`src/design/gjm_pkg.sv`:
```
`default_nettype none
// ----------------------------------------------------------------------------
// gjm_pkg: shared types and constants
// Character codes, register indexes, reset values and the junction test
// used by the grid junction marker.
// ----------------------------------------------------------------------------
package gjm_pkg;

    // default line buffer depth (cells per row)
    localparam int MAX_COLS_DEF = 1024;

    // field widths fixed by the interface
    localparam int BYTE_W      = 8;
    localparam int COL_COUNT_W = 11;
    localparam int ROW_W       = 16;
    localparam int VCOUNT_W    = 16;
    localparam int CFG_DATA_W  = 16;
    localparam int CFG_INDEX_W = 1;

    // character codes
    localparam logic [BYTE_W-1:0] WALL_CH  = 8'h58;   // 'X'
    localparam logic [BYTE_W-1:0] SPACE_CH = 8'h20;   // ' '
    localparam logic [BYTE_W-1:0] MARK_CH  = 8'h42;   // 'B'

    // register indexes
    localparam logic [CFG_INDEX_W-1:0] REG_COL_COUNT = 1'b0;
    localparam logic [CFG_INDEX_W-1:0] REG_ROW_COUNT = 1'b1;

    // register reset values
    localparam logic [COL_COUNT_W-1:0] COL_COUNT_RST = 11'd64;
    localparam logic [ROW_W-1:0]       ROW_COUNT_RST = 16'd64;

    // saturation limits
    localparam logic [ROW_W-1:0]    ROW_MAX    = 16'hFFFF;
    localparam logic [VCOUNT_W-1:0] VCOUNT_MAX = 16'hFFFF;

    // minimum number of open neighbours for a junction
    localparam logic [2:0] MIN_OPEN = 3'd2;

    // per-word status from the raster position tracker
    typedef struct packed {
        logic active;     // word lies inside the grid
        logic produce;    // word yields a result (row 1 and below)
        logic row_ge2;    // center row has a row above it
        logic col_gt0;    // left neighbour inside the row
        logic right_ok;   // right neighbour inside the row
    } pos_flags_t;

    // junction test on one center cell and its four open flags
    function automatic logic is_junction(input logic [BYTE_W-1:0] self,
                                         input logic up, input logic right,
                                         input logic down, input logic left);
        logic [2:0] open_cnt;
        logic       result;
        open_cnt = {2'b00, up} + {2'b00, right} + {2'b00, down} + {2'b00, left};
        result   = 1'b1;
        if (self != SPACE_CH)
        begin
            result = 1'b0;
        end
        if (up && down && !left && !right)
        begin
            result = 1'b0;
        end
        if (left && right && !up && !down)
        begin
            result = 1'b0;
        end
        if (open_cnt < MIN_OPEN)
        begin
            result = 1'b0;
        end
        return result;
    endfunction

endpackage
`default_nettype wire

```
`src/design/gjm_position.sv`:
```
`default_nettype none
// ----------------------------------------------------------------------------
// gjm_position: raster position tracker
// Keeps column and row of the next cell, applies frame start, row wrap and
// the end-of-grid cut, and reports where the accepted word lands.
// ----------------------------------------------------------------------------
module gjm_position #(
    parameter int MAX_COLS = gjm_pkg::MAX_COLS_DEF
) (
    input  wire logic                                clk,
    input  wire logic                                rst_n,
    input  wire logic                                advance,
    input  wire logic                                frame_start,
    input  wire logic [gjm_pkg::COL_COUNT_W-1:0]     col_count,
    input  wire logic [gjm_pkg::ROW_W-1:0]           row_count,
    output logic      [$clog2(MAX_COLS)-1:0]         col,
    output logic      [$clog2(MAX_COLS)-1:0]         right_col,
    output gjm_pkg::pos_flags_t                      flags
);
    localparam int COL_W  = $clog2(MAX_COLS);
    localparam int CNT_W  = ($clog2(MAX_COLS + 1) > gjm_pkg::COL_COUNT_W) ?
                            $clog2(MAX_COLS + 1) : gjm_pkg::COL_COUNT_W;

    logic [COL_W-1:0]          col_reg, col_next;
    logic [gjm_pkg::ROW_W-1:0] row_reg, row_next;

    logic [CNT_W-1:0]          cols_eff;
    logic [CNT_W-1:0]          col_count_ext;
    logic [COL_W-1:0]          col0, col1;
    logic [gjm_pkg::ROW_W-1:0] row0, row1;
    logic [CNT_W-1:0]          col_inc;
    logic                      wrap0, wrap1;

    // effective row length: zero acts as one, clamp to buffer depth
    always_comb
    begin
        col_count_ext = CNT_W'(col_count);
        if (col_count_ext == '0)
        begin
            cols_eff = CNT_W'(1);
        end
        else if (col_count_ext > CNT_W'(MAX_COLS))
        begin
            cols_eff = CNT_W'(MAX_COLS);
        end
        else
        begin
            cols_eff = col_count_ext;
        end
    end

    // position of this word and of the one after it
    always_comb
    begin
        col0  = frame_start ? '0 : col_reg;
        row0  = frame_start ? '0 : row_reg;
        wrap0 = CNT_W'(col0) >= cols_eff;
        col1  = wrap0 ? '0 : col0;
        if (wrap0 && row0 != gjm_pkg::ROW_MAX)
        begin
            row1 = row0 + gjm_pkg::ROW_W'(1);
        end
        else
        begin
            row1 = row0;
        end

        col_inc = CNT_W'(col1) + CNT_W'(1);
        wrap1   = col_inc >= cols_eff;

        flags.active   = row1 < row_count;
        flags.produce  = flags.active && (row1 != '0);
        flags.row_ge2  = row1 >= gjm_pkg::ROW_W'(2);
        flags.col_gt0  = col1 != '0;
        flags.right_ok = !wrap1;

        col       = col1;
        right_col = wrap1 ? col1 : col_inc[COL_W-1:0];

        col_next = col1;
        row_next = row1;
        if (flags.active)
        begin
            col_next = wrap1 ? '0 : col_inc[COL_W-1:0];
            if (wrap1 && row1 != gjm_pkg::ROW_MAX)
            begin
                row_next = row1 + gjm_pkg::ROW_W'(1);
            end
        end
    end

    // position registers
    always_ff @(posedge clk or negedge rst_n)
    begin
        if (!rst_n)
        begin
            col_reg <= '0;
            row_reg <= '0;
        end
        else if (advance)
        begin
            col_reg <= col_next;
            row_reg <= row_next;
        end
    end

endmodule
`default_nettype wire

```
`config.mk`:
```
export PLATFORM = sky130hd
export DESIGN_NAME = gjm_position
export DESIGN_NICKNAME = d
export VERILOG_FILES = /design/src/design/gjm_pkg.sv /design/src/design/gjm_position.sv
export SDC_FILE = /design/constraint.sdc
export NUM_CORES = 1
export LEC_CHECK = 0
export ABC_AREA = 1
export BUFFER_PORTS_ARGS = -buffer_cell sky130_fd_sc_hd__buf_2
export CAP_MARGIN = 20
export CORE_MARGIN = 4
export CORE_UTILIZATION = 54
export CTS_CLUSTER_SIZE = 12
export DETAILED_ROUTE_END_ITERATION = 10
export PLACE_DENSITY = 0.74
export SYNTH_ARGS = -nofsm -noshare
export SYNTH_HDL_FRONTEND = slang
export SYNTH_SLANG_ARGS = --single-unit
```
`constraint.sdc`:
```
create_clock -name clk -period 8.4 [get_ports clk]
set_clock_uncertainty 0.05 [all_clocks]
set_input_delay 1.68 -clock clk [delete_from_list [all_inputs] [get_ports clk]]
set_output_delay 1.68 -clock clk [all_outputs]
set_load 0.03 [all_outputs]
```
Word-level counts from Yosys, hierarchy flattened
Cells that the tools add are included.

Register bits after elaboration: 26. Output and inout bits: 25. Input port bits: 31.

Reductions and logical operators: 7. Equal/unequal tests: 2. Mux-type cells: 11. Magnitude comparators: 5. Add/subtract/negate cells: 3.

Operators with widths (count): $mux 16 (4); $mux 10 (5); $add 16x1->16 const B (2); $ne 16x16->1 const B (2); $mux 11 (2); $ge 16x2->1 const B (1); $lt 16x16->1 (1); $reduce_bool 16->1 (1); $add 10x1->11 const B (1); $ge 10x11->1 (1); $ge 11x11->1 (1); $gt 11x11->1 const B (1); $logic_not 11->1 (1); $reduce_bool 10->1 (1); $logic_and 1x1->1 (3); $logic_not 1->1 (1).

Depth between registers and ports, before layout
Word-level depth: 10. Depth in mapped cells: 41.

Least setup slack after synthesis
No wires, ideal clock.

Kind: input port to output port. Start: input col_count[8] (netlist name). End: output right_col[0]. Stages: 30. Slack: -0.220 ns. Data required time: 6.670 ns. Data arrival time: 6.890 ns. Path through: nor4_1 nand3_1 nand2_1 nand2_1 ha_1 nand2_1 inv_1 nand2_1 nand2_1 a21oi_2 nand2_2 buf_2 nor2_1 ha_1 nand2_1 nor2_1 nand2_1 nor2_1 xor2_1 inv_1 ha_1 a21oi_1 o21ai_0 nand2_1 o2111ai_1 a31oi_1 clkbuf_1 clkbuf_1 ha_1 inv_1.

Cells in the longest elaborated chain, start to end: 8. Elaborated cells between the ends (all ways): 9.

RTL lines: start: declaration (line gjm_position.sv:14) `input wire logic [gjm_pkg::COL_COUNT_W-1:0] col_count,`; $gt 11x11->1 (line gjm_position.sv:42) `else if (col_count_ext > CNT_W'(MAX_COLS))`; $mux 11 (line gjm_position.sv:42); $mux 11 (*) (line gjm_position.sv:38) `if (col_count_ext == '0)`; $ge 10x11->1 (*) (line gjm_position.sv:57) `wrap0 = CNT_W'(col0) >= cols_eff;`; $mux 10 (*) (line gjm_position.sv:58) `col1 = wrap0 ? '0 : col0;`; named net col[0] (line gjm_position.sv:16) `output logic [$clog2(MAX_COLS)-1:0] col,`; $add 10x1->11 (line gjm_position.sv:68) `col_inc = CNT_W'(col1) + CNT_W'(1);`; $ge 11x11->1 (line gjm_position.sv:69) `wrap1 = col_inc >= cols_eff;`; $mux 10 (*) (line gjm_position.sv:78) `right_col = wrap1 ? col1 : col_inc[COL_W-1:0];`; end: declaration (line gjm_position.sv:17) `output logic [$clog2(MAX_COLS)-1:0] right_col,`.

The timed path passes the listed nets; every way through them passes the cells marked *.

Final worst setup path
Start: input col_count[3] (netlist name). End: output right_col[0].

Cells in the longest elaborated chain, start to end: 8. Elaborated cells between the ends (all ways): 9.

RTL lines (line): $gt 11x11->1 (gjm_position.sv:42); $mux 11 (gjm_position.sv:42); $mux 11 (*) (gjm_position.sv:38); $ge 10x11->1 (gjm_position.sv:57); $mux 10 (gjm_position.sv:58); $add 10x1->11 (gjm_position.sv:68); $ge 11x11->1 (gjm_position.sv:69); $mux 10 (*) (gjm_position.sv:78).

Mark *: on every way between the ends. The rest lies on a longest branch, timed or not.

==> results.yml <==
status:
  status: "completed"
timing:
  slew_headroom_pct: 46.2
  worst_pin_slew_ps: 802
  fin_tns_setup_ps: 0
  final-max-slew-violation-count: 0
  period_share_pct: 94.4
  whs_ps: 438
  rsz0062_at_grt: "no"
  min_period_ps: 7930
  hold_violations: 0
  fmax_mhz: 126
  setup_viol: 0
detailed_routing:
  first_pass_iters: 5
  ant_nets: 0
  drt_iter0_markers: 243
  drc: 0
  route.vias.total: 4864
  vias_per_cell: 5.30
  routedWlPerCell_um: 14.2
  wirelength_um: 13000
clocking:
  cts_tree: "yes"
  htreeDepth: 1
  cts_buffers: 3
  ctsRootBufferMaster: "clkbuf_8"
  clk_latency_ps: 290
  clock-sinks: 26
  clkTransAtPathRegs_ps: 110
  cts_max_path_buffers: 2
  cts_setup_buffers: 0
setup_path:
  cp.required_ps: 6670
  critPathLaunch: "col_count[3]"
  cp.arrival_ps: 6200
  crit_path_start_kind: "input port"
  crit_path_end_kind: "output port"
  cp_slowest_cell: "ha_1"
  cpPeakStageDelay_ps: 320
  r2r-start: "col_reg[8]"
  crit_type: "in -> out"
  crit_fanout: 18
  crit_top_cell: "nand2_1"
cells_and_area:
  insertedDiodeCount: 0
  syn_to_final_growth_pct: 8.82
  fillers: 805
  drive_gt1_share_pct: 14.0
  nets: 890
  final_util_pct: 61.0
  largest_reg_flops: 16
  multi_input_area_um2: 3200
  final_cell_mix: "nand2_1, inv_1, nor2_1, buf_2, nand3_1"
  finalNonFillerCells: 917
  seq_area_um2: 651
  mostFrequentLayoutCell: "nand2_1"
global_route:
  antenna_found_initial: 0
  grt_pass1_vias: 4718
  track_usage_pct: 27.1
  grt_max_degree: 28
  grt_pass1_wl_um: 21600
  grt_overflow: 0
pwr:
  leakage_nw: 2.88
  power_density_nw_per_um2: 231
  max-vdd-ir-drop_mv: 0.145
  total_power_mw: 1.10
synthesis:
  syn_inst: 771
  synth_flop_cell: "dfrtp_1"
  synth_edf_count: 0
  synth_fp_nets: 845
  ys.warnings.count: 0
  synthArstFlopShare_pct: 100
  synth.avg_cell_area_um2: 5.65
  synth_area_um2: 4360
  yosysUniqueCellTypes: 39
  synth_seq_area_share_pct: 14.9
  synth_seq_cells: 26
die:
  start_util_pct: 56.1
  rows: 32
  die_y_um: 97.8
  die_w_um: 97.8
  coreArea_um2: 7770
  die_area_um2: 9570
  boundaryPins: 56
run:
  drv_cap: 0
placed_design:
  place_inst: 913
  port_buffers: 55
  dpl.hpwl_um: 10400
  globalplace.congestion: 0.963
min_path:
  hp-class: "reg -> reg"
  min-delay-start: "col_reg[1]"
per-layer routing:
layer	track usage, %	vias to the layer above	wire length, um
met5	0	-	0
met4	10.5	0	491
met3	2.29	29	628
met2	50.3	164	6480
met1	32.0	2177	5400
li1	-	2494	-
power breakdown:
part           switching (mW)  total [mW]  internal, mW
Clock                  0.0480      0.0902        0.0421
Sequential             0.0357       0.198         0.162
Combinational           0.566       0.808         0.242
layout make-up:
cell class / instances / area share, %
Inverter: 103 / 8.31
Sequential cell: 26 / 13.7
Clock buffer: 4 / 1.16
Tap cell: 102 / 2.69
Timing Repair Buffer: 60 / 6.65
Multi-Input combinational cell: 622 / 67.5
cells by family (layout without fill, tap and decap cells):
logic type      Yosys count  count (layout)  share of synthesized area, %
compound gates           40              40                          5.20
xor+xnor                 15              15                          3.02
fa+ha+maj                43              43                          12.3
buf+inv                 123             167                          12.1
flops                    26              26                          14.9
simple gates            524             524                          52.4
through the flow:
| stage | worst slack [ps] | instance area (um2) |
|---|---|---|
| after floorplan | 206 | 4360 |
| after global placement | 373 | 4670 |
| after detailed placement | 358 | 4670 |
| after CTS | 344 | 4730 |
| after global routing | 5.62 | 4740 |
| final | 474 | 4740 |
critical path, delay by kind of cell:
| kind | cells | cell delay (ps) |
|---|---|---|
| xor+xnor | 1 | 160 |
| fa+ha+maj | 4 | 1060 |
| compound gates | 5 | 670 |
| simple gates | 14 | 1730 |
| buf+inv | 7 | 910 |
cells in the mapped netlist, types with 4 or more instances:
| cell type | n | area [um2] |
|---|---|---|
| a21oi_1 | 13 | 65.1 |
| buf_4 | 5 | 37.5 |
| buf_6 | 5 | 56.3 |
| clkbuf_1 | 7 | 26.3 |
| dfrtp_1 | 26 | 651 |
| ha_1 | 43 | 538 |
| inv_1 | 95 | 357 |
| inv_2 | 6 | 22.5 |
| nand2_1 | 344 | 1290 |
| nand2_2 | 11 | 68.8 |
| nand2_4 | 5 | 56.3 |
| nand3_1 | 51 | 255 |
| nand3_2 | 6 | 60.1 |
| nand4_1 | 17 | 106 |
| nor2_1 | 62 | 233 |
| nor2_2 | 8 | 50.1 |
| nor3_1 | 6 | 30.0 |
| nor4_1 | 4 | 25.0 |
| o21ai_0 | 19 | 95.1 |
| xor2_1 | 14 | 123 |
final timing paths:
path                                     end  cells after the start  slack (ps)
worst min-delay path              col_reg[1]                      2         440
worst max-delay path            right_col[0]                     31         470
min in group asynchronous         row_reg[6]                      1        1360
max in group asynchronous        row_reg[15]                      1        6530
worst min register to register    col_reg[1]                      2         440
worst max register to register    row_reg[8]                     34        3420
timing repair:
action                                  4_1_cts  5_1_grt
gates resized for setup                       0        5
endpoints found under the hold margin         0        0
hold buffers                                  0        0
endpoints found under the setup margin        0       10
No activity file was read; power rests on OpenSTA's default activity.
